### src/sv/tes_pkg.sv
// Package: shared constants, types and field widths of the timer event scheduler.
package tes_pkg;

  localparam int NumSlotsDefault = 16;
  localparam int TimeW = 32;
  localparam int TolW = 16;
  localparam int CondW = 16;
  localparam int SlotW = 4;
  localparam logic [TolW-1:0] TolReset = 16'd5;

  typedef enum logic [1:0] {
    KIND_ONESHOT  = 2'd0,
    KIND_PERIODIC = 2'd1,
    KIND_COND     = 2'd2,
    KIND_COND_ALT = 2'd3
  } kind_e;

  typedef enum logic {
    CMD_REGISTER = 1'b0,
    CMD_TICK     = 1'b1
  } cmd_e;

  typedef enum logic [1:0] {
    ST_IDLE = 2'd0,
    ST_SCAN = 2'd1,
    ST_APPLY = 2'd2,
    ST_OUT  = 2'd3
  } state_e;

  // One slot record as it moves along the ring of cells.
  typedef struct packed {
    logic              valid;
    logic [1:0]        kind;
    logic [TimeW-1:0]  due;
    logic [TimeW-1:0]  period;
  } slot_t;

  // Control from the sequencer to every cell.
  typedef struct packed {
    logic shift;     // rotate ring by one
    logic write;     // overwrite head cell with wr_slot
  } cell_ctrl_t;

endpackage

### src/sv/tes_cell.sv
// One slot cell of the rotating timer ring.
module tes_cell
  import tes_pkg::*;
(
  input  logic       clk_i,
  input  logic       rst_ni,
  input  cell_ctrl_t ctrl_i,
  input  logic       head_i,
  input  slot_t      wr_slot_i,
  input  slot_t      prev_i,
  output slot_t      slot_o
);

  slot_t            slot_d;
  logic             valid_q;
  logic [1:0]       kind_q;
  logic [TimeW-1:0] due_q, period_q;

  assign slot_o = {valid_q, kind_q, due_q, period_q};

  always_comb begin
    slot_d = slot_o;
    if (ctrl_i.write && head_i) begin
      slot_d = wr_slot_i;
    end else if (ctrl_i.shift) begin
      slot_d = prev_i;
    end
  end

  always_ff @(posedge clk_i or negedge rst_ni) begin
    if (!rst_ni) begin
      valid_q <= 1'b0;
    end else begin
      valid_q <= slot_d.valid;
    end
  end

  always_ff @(posedge clk_i) begin
    kind_q   <= slot_d.kind;
    due_q    <= slot_d.due;
    period_q <= slot_d.period;
  end

endmodule

### src/sv/timer_event_scheduler_top.sv
// Top level: timer slot ring, scan sequencer and stream ports.
// Timer slots sit in a ring of NUM_SLOTS cells that rotates by one position per
// clock while an item is scanned or its slot is sought; the head cell is examined
// as it passes. Every item (register or tick) is accepted while idle, then takes
// one full rotation to find the lowest free slot or the earliest due slot, further
// shifts to bring the chosen slot back to the head, and a final step to update it
// and post the result, which waits while the output register is still full.
// One item is in work at a time; a result waits in the output register until
// taken, and the next result is held back until then.
module timer_event_scheduler_top
  import tes_pkg::*;
#(
  parameter int NUM_SLOTS = NumSlotsDefault
) (
  input  logic         clk_i,
  input  logic         rst_ni,
  input  logic         cfg_we_i,
  input  logic [15:0]  cfg_wdata_i,       // late_tolerance
  input  logic         s_axis_tvalid,
  output logic         s_axis_tready,
  input  logic [7:0]   s_axis_tuser,      // [0] cmd, [2:1] timer_kind, zero fill
  input  logic [111:0] s_axis_tdata,      // start_time, period, now_time, cond_mask
  output logic         m_axis_tvalid,
  input  logic         m_axis_tready,
  output logic [7:0]   m_axis_tdata       // fired, fired_slot[4], late, dropped, table_full
);

  localparam int IdxW = (NUM_SLOTS > 1) ? $clog2(NUM_SLOTS) : 1;
  localparam int CntW = $clog2(NUM_SLOTS + 1);

  state_e state_q, state_d;
  logic [TolW-1:0] tol_q;

  // captured item
  logic             cmd_q;
  logic [1:0]       kind_q;
  logic [TimeW-1:0] start_q, per_q, now_q;
  logic [CondW-1:0] cond_q;

  // scan bookkeeping: pos_q is the slot number at the head
  logic [IdxW-1:0] pos_q, pos_d;
  logic [CntW-1:0] cnt_q, cnt_d;
  logic            found_q, found_d;
  logic [IdxW-1:0] best_q, best_d;
  logic [TimeW-1:0] bdue_q, bdue_d;
  logic [1:0]      bkind_q, bkind_d;

  logic [7:0] res_q, res_d;
  logic       ovalid_q, ovalid_d;

  slot_t      ring [NUM_SLOTS];
  slot_t      wr_slot;
  cell_ctrl_t ctrl;
  slot_t      head;

  assign head = ring[0];

  for (genvar g = 0; g < NUM_SLOTS; g++) begin : g_cell
    tes_cell u_cell (
      .clk_i,
      .rst_ni,
      .ctrl_i   (ctrl),
      .head_i   (g == 0),
      .wr_slot_i(wr_slot),
      .prev_i   (ring[(g + 1) % NUM_SLOTS]),
      .slot_o   (ring[g])
    );
  end

  logic better;
  logic due_ok, cond_ok, late;
  logic [TimeW-1:0] lag;
  logic [SlotW-1:0] slot4;

  always_comb begin
    better = 1'b0;
    // scan starts anywhere; equal due: non-one-shot first, then lower slot number
    if (head.valid) begin
      better = !found_q || (head.due < bdue_q) ||
               ((head.due == bdue_q) &&
                (((bkind_q == KIND_ONESHOT) && (head.kind != KIND_ONESHOT)) ||
                 (((bkind_q == KIND_ONESHOT) == (head.kind == KIND_ONESHOT)) &&
                  (pos_q < best_q))));
    end
    due_ok  = found_q && (bdue_q <= now_q);
    cond_ok = 1'b1;
    if (bkind_q == KIND_COND) begin
      cond_ok = (32'(best_q) < CondW) && cond_q[SlotW'(best_q)];
    end
    lag   = now_q - bdue_q;
    late  = lag > TimeW'(tol_q);
    slot4 = SlotW'(32'(best_q) & 32'hF);
  end

  always_comb begin
    state_d  = state_q;
    pos_d    = pos_q;
    cnt_d    = cnt_q;
    found_d  = found_q;
    best_d   = best_q;
    bdue_d   = bdue_q;
    bkind_d  = bkind_q;
    res_d    = res_q;
    ovalid_d = ovalid_q;
    ctrl     = '0;
    wr_slot  = head;
    if (ovalid_q && m_axis_tready) ovalid_d = 1'b0;
    unique case (state_q)
      ST_IDLE: begin
        if (s_axis_tvalid) begin
          state_d = ST_SCAN;
          cnt_d   = '0;
          found_d = 1'b0;
        end
      end
      ST_SCAN: begin
        // one head cell per cycle, then rotate
        if (cmd_q == CMD_REGISTER) begin
          if (!head.valid && (!found_q || (pos_q < best_q))) begin
            found_d = 1'b1;
            best_d  = pos_q;
          end
        end else if (better) begin
          found_d = 1'b1;
          best_d  = pos_q;
          bdue_d  = head.due;
          bkind_d = head.kind;
        end
        ctrl.shift = 1'b1;
        pos_d = (32'(pos_q) == NUM_SLOTS - 1) ? '0 : pos_q + 1'b1;
        cnt_d = cnt_q + 1'b1;
        if (32'(cnt_q) == NUM_SLOTS - 1) state_d = ST_APPLY;
      end
      ST_APPLY: begin
        if (pos_q != best_q && found_q) begin
          ctrl.shift = 1'b1;
          pos_d = (32'(pos_q) == NUM_SLOTS - 1) ? '0 : pos_q + 1'b1;
        end else if (!ovalid_q || m_axis_tready) begin
          state_d  = ST_IDLE;
          ovalid_d = 1'b1;
          res_d    = '0;
          if (cmd_q == CMD_REGISTER) begin
            if (found_q) begin
              ctrl.write     = 1'b1;
              wr_slot.valid  = 1'b1;
              wr_slot.kind   = (kind_q == KIND_COND_ALT) ? KIND_COND : kind_q;
              wr_slot.due    = start_q;
              wr_slot.period = per_q;
              res_d[4:1]     = slot4;
            end else begin
              res_d[7] = 1'b1;
            end
          end else if (due_ok) begin
            ctrl.write = 1'b1;
            res_d[4:1] = slot4;
            if (!cond_ok) begin
              wr_slot.valid = 1'b0;
              res_d[6] = 1'b1;
            end else begin
              res_d[0] = 1'b1;
              res_d[5] = late;
              if (bkind_q == KIND_ONESHOT) wr_slot.valid = 1'b0;
              else wr_slot.due = head.due + head.period;
            end
          end
        end
      end
      ST_OUT: state_d = ST_IDLE;
      default: state_d = ST_IDLE;
    endcase
  end

  assign s_axis_tready = (state_q == ST_IDLE);
  assign m_axis_tvalid = ovalid_q;
  assign m_axis_tdata  = res_q;

  always_ff @(posedge clk_i or negedge rst_ni) begin
    if (!rst_ni) begin
      state_q  <= ST_IDLE;
      tol_q    <= TolReset;
      pos_q    <= '0;
      cnt_q    <= '0;
      found_q  <= 1'b0;
      ovalid_q <= 1'b0;
    end else begin
      state_q  <= state_d;
      pos_q    <= pos_d;
      cnt_q    <= cnt_d;
      found_q  <= found_d;
      ovalid_q <= ovalid_d;
      if (cfg_we_i) tol_q <= cfg_wdata_i;
    end
  end

  always_ff @(posedge clk_i) begin
    best_q  <= best_d;
    bdue_q  <= bdue_d;
    bkind_q <= bkind_d;
    res_q   <= res_d;
    if (s_axis_tvalid && s_axis_tready) begin
      cmd_q   <= s_axis_tuser[0];
      kind_q  <= s_axis_tuser[2:1];
      start_q <= s_axis_tdata[31:0];
      per_q   <= s_axis_tdata[63:32];
      now_q   <= s_axis_tdata[95:64];
      cond_q  <= s_axis_tdata[111:96];
    end
  end

endmodule

### config.mk
export PLATFORM = sky130hd
export DESIGN_NAME = timer_event_scheduler_top
export DESIGN_NICKNAME = d
export VERILOG_FILES = /design/src/sv/tes_pkg.sv /design/src/sv/tes_cell.sv /design/src/sv/timer_event_scheduler_top.sv
export SDC_FILE = /design/constraint.sdc
export NUM_CORES = 1
export LEC_CHECK = 0
export BUFFER_PORTS_ARGS = -buffer_cell sky130_fd_sc_hd__buf_2
export CORE_MARGIN = 5
export CORE_UTILIZATION = 55
export CTS_CLUSTER_DIAMETER = 150
export DETAILED_ROUTE_END_ITERATION = 12
export PLACE_DENSITY = 0.75
export SLEW_MARGIN = 20
export SYNTH_ARGS = -nofsm -noshare
export SYNTH_HDL_FRONTEND = slang
export SYNTH_SLANG_ARGS = --single-unit
### constraint.sdc
create_clock -name clk_i -period 32.7 [get_ports clk_i]
set_input_delay 6.54 -clock clk_i [delete_from_list [all_inputs] [get_ports clk_i]]
set_output_delay 6.54 -clock clk_i [all_outputs]
set_load 0.005 [all_outputs]
* Yosys cells after proc, flatten, opt, wreduce, memory -nomap -nowiden *
Cells that the tools add are included.

word-level totals
  logic and storage cells = 214
  output and inout bits = 10
  input bits = 141
  register bits after elaboration = 1262

operators by class
  eq/ne operators = 28
  add/sub/neg operators = 4
  reduce and logical (&&, ||, !) cells = 36
  multiplexer cells = 57
  bitwise operators = 1
  magnitude comparators = 5

operator list
  kind                                           count
  2-to-1 mux 67 bit                              6
  2-to-1 mux 32 bit                              5
  adder 32 bit                                   1
  equality test 32 bit                           1
  > comparator 32 x 16 -> 1 bit                  1
  <= comparator 32 bit                           1
  < comparator 32 bit                            1
  subtractor 32 bit                              1
  2-to-1 mux 4 bit                               7
  2-to-1 mux 1 bit                               25
  inequality test 2 bit (second input constant)  8
  2-to-1 mux 2 bit                               6
  inequality test 3 bit (second input constant)  4
  AND reduction 3 bit                            4
  2-to-1 mux 5 bit                               2
  case mux 5 bit (2 select lines)                1
  nonzero test 2 bit                             5
  equality test 2 bit (second input constant)    4
  logical AND 1 bit                              8
  case mux 2 bit (4 select lines)                1
  case mux 4 bit (2 select lines)                1
  AND reduction 4 bit                            2
  AND reduction 8 bit                            1
  AND reduction 7 bit                            1
  other kinds (20)                               34

* Logic depth before layout (Yosys ltp) *
Gate-level depths: netlist (run 1).

  word-level depth = 10
  gate-level depth with buffers = 21
  depth with buffers taken out = 21

* By module *
From an unflattened synthesis (run 1), not the netlist that was laid out.

second synthesis, totals
  cell total of the unflattened synthesis = 3605
  area, all modules = 59054.1 um^2

modules (own cells, without submodules)
  module                     cells each  area each (um^2)  instances  seq. area each (um^2)
  tes_cell                   145         2915.3            16         2006.9
  timer_event_scheduler_top  1285        12409.4           1          5562.8

* Least setup slack after synthesis (run 1) *
No wires, ideal clock.

  path type = reg2reg
  start point = register best_q[0]
  end point = register g_cell[10].u_cell.valid_q
  stages on the path, launching flop included = 7
  path buffers = 1
  arrival time = 31.840 ns
  library setup time = 0.187 ns
  path slack = 0.673 ns
  cells stage by stage = edfxtp_1 > ha_1 > nand4_1 > nand3_1 > a21boi_1 > clkbuf_1 > mux2_2

RTL lines
  item                      RTL line                          text
  start: declaration        timer_event_scheduler_top.sv:44   logic [IdxW-1:0] best_q, best_d;
  start signal: assignment  timer_event_scheduler_top.sv:196  best_q <= best_d;
  end signal: assignment    tes_cell.sv:34                    valid_q <= slot_d.valid;
  end: declaration          tes_cell.sv:15                    logic valid_q;

==> flow_metrics.tcl, run 1 <==
set metrics [dict create \
    syn_area_per_cell_um2 20.1 \
    power_density_nw_per_um2 93.6 \
    crit_type "input pin to flop" \
    clock_skew_ns 0.0286 \
    start_kind "input pin" \
    status "completed" \
    postCtsSetupBuffers 0 \
    worst_pin_slew_ns 1.15 \
    nNetsFinal 2711 \
    fin_hold_ws_ns 0.396 \
    grt_max_degree 231 \
    via_per_inst 5.72 \
    finalCritPeriodShare_pct 27.5 \
    endpoint_kind "flop" \
    ys_seq_area_share_pct 84.8 \
    fmax_mhz 111 \
    grt_pass1_wl_um 122000 \
    globalplace.congestion 0.853 \
    finalHoldViolCount 0 \
    htree_num_levels 3 \
    core-area_um2 80300 \
    vias 20500 \
    crit_arrival_ns 9.41 \
    antenna_found_initial 8 \
    cp_max_fo 40 \
    drc 0 \
    yosys.cell_types.count 80 \
    synth_edf_count 1217 \
    required_ns 33.10 \
    synth_top_area_share_pct 82.3 \
    slew_headroom_pct 23.3 \
    finalSetupTns_ns 0 \
    die_x_um 294 \
    max_stage_delay_ns 0.62 \
    synthArstFlopShare_pct 3.57 \
    drt_first_pass_iters 5 \
    yosys_warnings 0 \
    path_clk_slew_ns 0.07 \
    cts.sinks 1262 \
    cp_num_cells 11 \
    cts_root_buf "clkbuf_16" \
    reg2reg_to "g_cell[12].u_cell.period_q[9]" \
    hold_path.class "flop to flop" \
    worst_path_max_delay_cell "buf_4" \
    crit_start "m_axis_tready" \
    rows 104 \
    r2r_slack_ns 27.16 \
    setup_viol_count_final 0 \
    ctsLongestPathBuffers 3 \
    grt.overflow.total 0 \
    post-dp-hpwl_um 50000 \
    initial_core_util_pct 55.3 \
    netlist_instances 2209 \
    synth_area_leader_cell "edfxtp_1" \
    synth-main-ff-cell "edfxtp_1" \
    final.setup.worst_slack_ns 23.69 \
    crit_end "g_cell[0].u_cell.due_q[27]" \
    port_buffers 145 \
    final_antenna_net_count 0 \
    routed_wl_um 80900 \
    first_global_vias 20500 \
    ff2ff_path_depth 9 \
    num_io_pins 151 \
    cts_tree "built" \
    pre_cts_slack_ns 23.03 \
    rsz0062_at_grt "false" \
    track_usage_pct 18.5 \
    synthTopCellsByArea "edfxtp_1 82%, ha_1 3.4%, dfrtp_1 2.4%, mux2_2 1.2%, a21oi_1 1.0%" \
    numCtsBuffers 113 \
    areaGrowthSynthToFinish_pct 13.1 \
    slew_viol_final 0 \
    synth_area_um2 44400 \
    clock_latency_ns 0.67 \
    ir_drop_mv 0.0758 \
    hold_buffers 0 \
    critPathBufInv 3 \
    ys_ff_latch 1262 \
    maxCapViolCount 0 \
    syn-num-nets 2474 \
    leakage_nw 17.5 \
    cts_resized 0 \
    wl_per_cell_um 22.5 \
    regToRegStartpoint "best_q[1]" \
    drtIter0Drc 2256 \
    critPathTopFamily "buffers and inverters" \
    drive_gt1_share_pct 15.9 \
    path_cells "buf_2 -> nand2b_1 -> and3_1 -> and2_1 -> buf_4 -> o31ai_1 -> a31oi_4 -> buf_4 -> nor2b_1 -> a21oi_1 -> o31ai_1" \
    finalCriticalPeriod_ns 9.01 \
    die_h_um 294 \
    die_area_um2 86600 \
]
worst reg2reg max path: stages, from the launching register on:
cell	delay (ns)
edfxtp_1	0.48
inv_1	0.12
ha_1	0.32
nand4_1	0.14
nand3_1	0.15
a21boi_4	0.85
buf_4	0.85
buf_12	0.50
buf_16	0.61
buf_4	1.06
synth_stat cells (all sizes together) (32+ instances only):
cell,n
ha,122
nand2,58
a21o,50
inv,83
o21ai,60
mux2,51
edfxtp,1217
xnor2,34
o22ai,56
clkbuf,32
dfrtp,43
nor2,36
a21oi,94
report_power, final:
| part | internal [mW] | switching, mW | total, mW | leakage [nW] |
|---|---|---|---|---|
| Combinational | 0.214 | 0.485 | 0.700 | 3.82 |
| Clock | 0.747 | 0.561 | 1.31 | 1.78 |
| Sequential | 2.49 | 0.202 | 2.70 | 11.9 |
| Total | 3.46 | 1.25 | 4.70 | 17.5 |
logic make-up after synthesis:
| group | synth area share [%] |
|---|---|
| AOI/OAI and AO/OA | 5.42 |
| xor gates and xnor gates | 0.986 |
| and+or+nand+nor | 2.61 |
| buffers and inverters | 1.05 |
| DFF | 84.8 |
| muxes | 1.61 |
| adders and majority gates | 3.53 |
layer usage:
layer,GRT usage (%),part of all wire (%),vias to the layer above
li1,-,-,9222
met1,27.8,44,10300
met3,3.34,7.6,172
met4,6.40,3.2,0
met5,0,0,-
met2,28.0,45,839
cells in the final DEF, fill, tap and decap left out, types with 12 or more instances in the layout:
master        n
o21a_1       13
dfrtp_1      43
xor2_1       16
clkbuf_1     21
mux2_2       49
edfxtp_1   1217
clkinv_2     16
a21o_1       49
a31oi_1      17
clkbuf_16   115
and3_1       12
nand4_1      28
nand3_1      20
inv_1        83
buf_2       144
buf_4        13
ha_1        122
nor3_1       14
nand2_1      56
o22ai_1      56
nor2_1       34
xnor2_1      34
a21oi_1      91
clkinv_1     18
o21ai_0      57
bufinv_16    12
area by class of cell:
type	count	area, um^2
inverters	83	312
clock inverters	60	664
fillers	5230	30000
repair buffers	161	913
flip-flops and latches	1262	37700
well taps	1060	1330
clock buffers	140	3010
diodes	1	2.50
multi-input cells	825	6350
stage by stage:
step / instance area (um^2) / util, % / total power, mW / cells
floorplan: 44400 / - / 3.74 / 2209
global placement: 46500 / 57.9 / 3.33 / 3389
detailed placement: 46500 / 58.0 / 3.41 / 3390
CTS: 50200 / 62.5 / 4.74 / 3590
global route: 50300 / 62.6 / 4.92 / 3591
finish: 50300 / 62.6 / 4.70 / 3592
worst min path at each step:
stage | from | end | slack (ns) | cells after the start
after floorplan | g_cell[11].u_cell.due_q[0] | g_cell[10].u_cell.due_q[0] | 0.40 | 0
after global placement | g_cell[10].u_cell.period_q[23] | g_cell[9].u_cell.period_q[23] | 0.40 | 0
after detailed placement | g_cell[11].u_cell.due_q[9] | g_cell[10].u_cell.due_q[9] | 0.40 | 0
after CTS | g_cell[7].u_cell.period_q[29] | g_cell[6].u_cell.period_q[29] | 0.40 | 0
after global routing | g_cell[7].u_cell.due_q[25] | g_cell[6].u_cell.due_q[25] | 0.40 | 0
final | g_cell[15].u_cell.period_q[4] | g_cell[14].u_cell.period_q[4] | 0.40 | 0
registers in the layout, summed over array words and instances (netlist names), 5 cells and up:
register	cells
g_cell.u_cell.kind_q	32
per_q	32
g_cell.u_cell.due_q	512
tol_q	16
g_cell.u_cell.valid_q	16
g_cell.u_cell.period_q	512
cond_q	16
bdue_q	32
start_q	32
cnt_q	5
now_q	32
m_axis_tdata	8
No activity file was read; power rests on OpenSTA's default activity.
==> inputs of run 2 (changes only) <==
--- a/config.mk
+++ b/config.mk
@@ -7,10 +7,10 @@
 export LEC_CHECK = 0
 export BUFFER_PORTS_ARGS = -buffer_cell sky130_fd_sc_hd__buf_2
 export CORE_MARGIN = 5
-export CORE_UTILIZATION = 55
+export CORE_UTILIZATION = 61
 export CTS_CLUSTER_DIAMETER = 150
 export DETAILED_ROUTE_END_ITERATION = 12
-export PLACE_DENSITY = 0.75
+export PLACE_DENSITY = 0.79
 export SLEW_MARGIN = 20
 export SYNTH_ARGS = -nofsm -noshare
 export SYNTH_HDL_FRONTEND = slang
==> constraint.sdc (replaced) <==
create_clock -name clk_i -period 8.95 [get_ports clk_i]
set_input_delay 1.79 -clock clk_i [delete_from_list [all_inputs] [get_ports clk_i]]
set_output_delay 1.79 -clock clk_i [all_outputs]
set_load 0.005 [all_outputs]
==> run 2 against run 1 <==
Compared with the run above:
- first-iteration DRC count rose by 1.5%
- core utilization rose by 6.5 points
- worst hold slack got worse by 0.0074 ns
- final cell count fell by 2.4%
- register-to-register slack got worse by 23 ns
- critical endpoint is now m_axis_tdata[5]
- highest routed layer unchanged
==> flow_metrics.tcl, run 2 (synthesized netlist as in run 1, its figures left out) <==
set metrics [dict create \
    drc 0 \
    port_buffers 145 \
    sw_frac_of_total_pct 26.9 \
    cts_root_buf "clkbuf_16" \
    power_density_nw_per_um2 343 \
    finalCritPeriodShare_pct 54.2 \
    die_h_um 280 \
    clock_latency_ns 0.68 \
    leakage_nw 17.5 \
    status "completed" \
    rsz0062_at_grt "false" \
    finalHoldViolCount 0 \
    vias 20600 \
    initial_core_util_pct 61.2 \
    final.setup.worst_slack_ns 4.10 \
    final_cell_mix "1217 x edfxtp_1, 144 x buf_2, 122 x ha_1, 116 x clkbuf_16, 91 x a21oi_1" \
    ctsLongestPathBuffers 3 \
    die_area_um2 78300 \
    whs_path_depth 0 \
    wl_met1_um 36000 \
    ff2ff_path_depth 18 \
    fmax_mhz 206 \
    p_switching_mw 4.63 \
    numCtsBuffers 114 \
    drt_first_pass_iters 6 \
    wl_met2_um 37700 \
    slew_headroom_pct 27.0 \
    pwr-share-seq_pct 57.3 \
    maxCapViolCount 0 \
    hold_path.class "flop to flop" \
    grt_max_degree 190 \
    largestRegisters "g_cell.u_cell.due_q: 512 flops, g_cell.u_cell.period_q: 512 flops" \
    grt_pass1_wl_um 124000 \
    final_common_cell "edfxtp_1" \
    hold_buffers 0 \
    first_global_vias 20800 \
    fin_hold_ws_ns 0.389 \
    worst_pin_slew_ns 1.10 \
    required_ns 9.35 \
    setup_viol_count_final 0 \
    globalplace.congestion 0.878 \
    finalCriticalPeriod_ns 4.85 \
    grt.overflow.total 0 \
    cts_resized 0 \
    postCtsSetupBuffers 0 \
    rows 99 \
    max_stage_delay_ns 0.55 \
    combPwrFrac_pct 14.9 \
    path_clk_slew_ns 0.06 \
    nNetsFinal 2712 \
    die_x_um 280 \
    cp_num_cells 18 \
    highest_layer "met4" \
    drive_gt1_share_pct 16.0 \
    htree_num_levels 3 \
    wl_met3_um 5970 \
    clockPowerShare_pct 27.8 \
    cts_tree "built" \
    diodes 0 \
    core-area_um2 72600 \
    cp_max_fo 6 \
    final_antenna_net_count 0 \
    slew_viol_final 0 \
    wl_per_cell_um 23.5 \
    utilization_pct 69.1 \
    finalSetupTns_ns 0 \
    cts.sinks 1262 \
    areaGrowthSynthToFinish_pct 12.9 \
    track_usage_pct 20.9 \
    pre_cts_slack_ns 3.88 \
    via_per_inst 5.88 \
    post-dp-hpwl_um 49700 \
    clock_skew_ns 0.0345 \
    critPathBufInv 1 \
    path_cells "inv_1 -> ha_1 -> a211oi_2 -> nor2_1 -> o311a_1 -> a2111oi_4 -> o21a_1 -> xnor2_1 -> ha_1 -> nand4_1 -> nor4_1 -> nor2_1 -> o21ai_0 -> o211ai_1 -> a211oi_1 -> and3_1 -> nand4_1 -> o41a_1" \
    worst_path_max_delay_cell "a2111oi_4" \
    ir_drop_mv 0.246 \
    critPathTopFamily "compound AO/OA/AOI/OAI gates" \
    crit_type "flop to flop" \
    antenna_found_initial 5 \
    start_kind "flop" \
    num_io_pins 151 \
    crit_arrival_ns 5.25 \
    routed_wl_um 82200 \
    p_int_mw 12.6 \
    endpoint_kind "flop" \
    drtIter0Drc 2289 \
]
run 2: changes by cell type in the layout (fill, tap and decap cells not counted), sizes merged:
cell      before  now
bufinv        12   10
clkbuf       140  137
clkinv        36   55
clkinvlp       7    6
diode          1    0
inv           88   89
run 2: worst paths after layout:
path / startpoint / slack, ns / to
max in group asynchronous: rst_ni / 7.42 / g_cell[4].u_cell.valid_q
min in group asynchronous: rst_ni / 1.11 / tol_q[7]
max reg2reg: bdue_q[8] / 4.10 / m_axis_tdata[5]
max: bdue_q[8] / 4.10 / m_axis_tdata[5]
min: g_cell[13].u_cell.period_q[8] / 0.39 / g_cell[12].u_cell.period_q[8]
min reg2reg: g_cell[13].u_cell.period_q[8] / 0.39 / g_cell[12].u_cell.period_q[8]
run 2: per-layer routing:
| layer | GRT usage (%) | up-vias |
|---|---|---|
| li1 | - | 9237 |
| met1 | 31.8 | 10400 |
| met2 | 32.0 | 830 |
| met3 | 3.35 | 165 |
| met4 | 6.85 | 0 |
| met5 | 0 | - |
run 2: through the flow:
step,power [mW],std cells,instance area (um^2)
floorplan,11.7,2209,44400
global placement,12.2,3289,46400
detailed placement,12.4,3290,46400
CTS,17.3,3504,50100
global route,18.0,3504,50200
finish,17.2,3504,50200
run 2: final cells by class:
class / count / area (um^2)
flip-flops and latches: 1262 / 37700
fillers: 4322 / 22400
repair buffers: 161 / 906
multi-input cells: 825 / 6350
inverters: 83 / 312
clock buffers: 137 / 2980
clock inverters: 77 / 727
well taps: 959 / 1200
run 2: power groups by stage:
stage,clock network (mW),logic (mW),registers (mW)
6_report,4.78,2.56,9.86
5_1_grt,5.17,2.79,10.0
4_1_cts,4.90,2.56,9.89
3_5_place_dp,0,2.52,9.92
3_3_place_gp,0,2.36,9.80
2_1_floorplan,0,1.83,9.82
==> inputs of run 3 (changes only) <==
--- a/config.mk
+++ b/config.mk
@@ -5,6 +5,7 @@
 export SDC_FILE = /design/constraint.sdc
 export NUM_CORES = 1
 export LEC_CHECK = 0
+export ABC_AREA = 1
 export BUFFER_PORTS_ARGS = -buffer_cell sky130_fd_sc_hd__buf_2
 export CORE_MARGIN = 5
 export CORE_UTILIZATION = 61
==> constraint.sdc (replaced) <==
create_clock -name clk_i -period 4.9 [get_ports clk_i]
set_input_delay 0.98 -clock clk_i [delete_from_list [all_inputs] [get_ports clk_i]]
set_output_delay 0.98 -clock clk_i [all_outputs]
set_load 0.005 [all_outputs]
==> run 3 against run 2 <==
Compared with the run above:
- synthesized cell count increased by 24%
- synthesized area increased by 2.3%
- flip-flop and latch count unchanged
- global-route usage increased by 2.0 points
- sequential power increased by 94%
- power increased by 100%
- sequential share of layout area decreased by 2.0 points
==> flow_metrics.tcl, run 3 <==
set metrics [dict create \
    finalCritPeriodShare_pct 78.1 \
    post-dp-hpwl_um 57500 \
    grt.overflow.total 0 \
    initial_core_util_pct 61.3 \
    synth_common_cells "1217 x edfxtp_1, 522 x nand2_1, 226 x inv_1, 137 x nor2_1, 122 x ha_1" \
    numCtsBuffers 117 \
    htree_num_levels 3 \
    fillCellCount 4634 \
    power_density_nw_per_um2 672 \
    cp_max_fo 4 \
    grt_pass1_wl_um 139000 \
    crit_arrival_ns 4.22 \
    core-area_um2 74200 \
    drtIter0Drc 2194 \
    finalHoldViolCount 0 \
    via_per_inst 5.48 \
    globalplace.congestion 0.909 \
    rsz0062_at_grt "false" \
    final_antenna_net_count 0 \
    endpoint_kind "flop" \
    slew_headroom_pct 39.8 \
    vias 22400 \
    start_kind "flop" \
    ctsLongestPathBuffers 3 \
    die_h_um 283 \
    drt_first_pass_iters 5 \
    cts_resized 0 \
    leakage_nw 18.8 \
    p_total_mw 34.6 \
    grt_max_degree 115 \
    die_area_um2 80100 \
    largestRegisters "g_cell.u_cell.due_q: 512 flops, g_cell.u_cell.period_q: 512 flops" \
    drc 0 \
    finalSetupTns_ns 0 \
    track_usage_pct 22.9 \
    syn-num-nets 3002 \
    final_cell_mix "1217 x edfxtp_1, 522 x nand2_1, 224 x inv_1, 144 x buf_2, 135 x nor2_1" \
    fmax_mhz 261 \
    antenna_found_initial 2 \
    setup_viol_count_final 0 \
    worst_pin_slew_ns 0.895 \
    ir_drop_mv 0.534 \
    yosys.cell_types.count 48 \
    synthTopCellsByArea "edfxtp_1 80%, nand2_1 4.3%, ha_1 3.4%, dfrtp_1 2.4%, inv_1 1.9%" \
    netlist_instances 2737 \
    cts.sinks 1262 \
    synth_top_area_share_pct 80.4 \
    postCtsSetupBuffers 0 \
    synth_area_um2 45500 \
    slew_viol_final 0 \
    cp_common_cell "nand2_1" \
    cts_tree "built" \
    port_buffers 145 \
    synth_edf_count 1217 \
    max_stage_delay_ns 0.44 \
    synth-main-ff-cell "edfxtp_1" \
    ys_seq_area_share_pct 82.9 \
    ff2ff_path_depth 22 \
    status "completed" \
    synthArstFlopShare_pct 3.57 \
    ys_ff_latch 1262 \
    die_x_um 283 \
    worst_path_max_delay_cell "edfxtp_1" \
    hold_path.class "input pin to asynchronous set/reset pin" \
    num_io_pins 151 \
    path_clk_slew_ns 0.06 \
    synth_area_leader_cell "edfxtp_1" \
    clock_latency_ns 0.70 \
    nNetsFinal 3279 \
    final_common_cell "edfxtp_1" \
    required_ns 5.30 \
    hold_buffers 0 \
    crit_type "flop to flop" \
    routed_wl_um 91300 \
    path_cells "ha_1 -> inv_1 -> fa_1 -> nand2_1 -> nand2_1 -> and2_1 -> nand2_1 -> nand2_1 -> nand2_1 -> nand2_1 -> xor2_1 -> ha_1 -> nand2_1 -> o21ai_0 -> a21oi_1 -> a21oi_1 -> nor2_1 -> nand2_1 -> nor2_1 -> nand4_1 -> nor2_1 -> nor2_1" \
    synth.most_common_cell "edfxtp_1" \
    rows 100 \
    maxCapViolCount 0 \
    clock_skew_ns 0.0593 \
    yosys_warnings 0 \
    areaGrowthSynthToFinish_pct 13.3 \
    finalCriticalPeriod_ns 3.83 \
    syn_area_per_cell_um2 16.6 \
    cts_root_buf "clkbuf_16" \
    first_global_vias 23400 \
    drive_gt1_share_pct 13.5 \
    wl_per_cell_um 22.4 \
]
==> run 3: report_power, final <==
| part | internal [mW] | leakage (nW) | switching, mW |
|---|---|---|---|
| Combinational | 1.78 | 5.20 | 4.82 |
| Sequential | 17.5 | 11.8 | 1.58 |
| Clock | 5.00 | 1.83 | 3.94 |
| Total | 24.3 | 18.8 | 10.3 |
==> run 3: cells by family after synthesis <==
kind of cell    share of synthesized area [%]
xor+xnor                                0.694
fa+ha+maj                                3.45
compound gates                           3.35
simple gates                             7.29
buf+inv                                  2.29
flops                                    82.9
mux                                    0.0495
==> run 3: worst paths after layout <==
path                                             end  slack [ns]                       from
hold reg to reg            g_cell[3].u_cell.due_q[4]        0.38  g_cell[4].u_cell.due_q[4]
min in group clk_i         g_cell[3].u_cell.due_q[4]        0.38  g_cell[4].u_cell.due_q[4]
max in group asynchronous   g_cell[5].u_cell.valid_q        4.19                     rst_ni
setup reg to reg                     m_axis_tdata[5]        1.07                  bdue_q[0]
setup / recovery                     m_axis_tdata[5]        1.07                  bdue_q[0]
hold / removal                              cnt_q[4]        0.31                     rst_ni
==> run 3: through the flow <==
| stage | instances | instance area (um^2) | setup WS, ns | util, % | hold WS [ns] |
|---|---|---|---|---|---|
| after detailed placement | 3864 | 47700 | 0.978 | 64.3 | 0.405 |
| after global routing | 4081 | 51500 | 0.649 | 69.4 | 0.326 |
| after floorplan | 2737 | 45500 | 0.241 | - | 0.400 |
| after CTS | 4080 | 51500 | 0.961 | 69.4 | 0.379 |
| final | 4082 | 51500 | 1.07 | 69.4 | 0.315 |
| after global placement | 3864 | 47700 | 0.979 | 64.3 | 0.400 |
==> run 3: area by class of cell <==
cell class,count,area (um^2),area share [%]
tap,969,1210,2.35
inverter,239,907,1.76
multi-input combinational,1214,6760,13.1
clock buffer,142,3020,5.87
timing repair buffer,180,1150,2.24
clock inverter,74,776,1.51
antenna,2,5.00,0.00972
sequential,1262,37700,73.1
==> run 3: critical path: cells and delay by family, from the launching register on <==
| family | cells | cell delay, ns |
|---|---|---|
| simple gates | 14 | 1.56 |
| fa+ha+maj | 3 | 0.78 |
| flops | 1 | 0.44 |
| compound gates | 3 | 0.33 |
| xor+xnor | 1 | 0.31 |
| buf+inv | 1 | 0.12 |
==> run 3: per-layer routing <==
metal  track usage, %  share of wire [%]
met2             39.0                 50
met4             5.82                2.4
met5                0                  0
met3             3.37                4.9
met1             32.1                 42
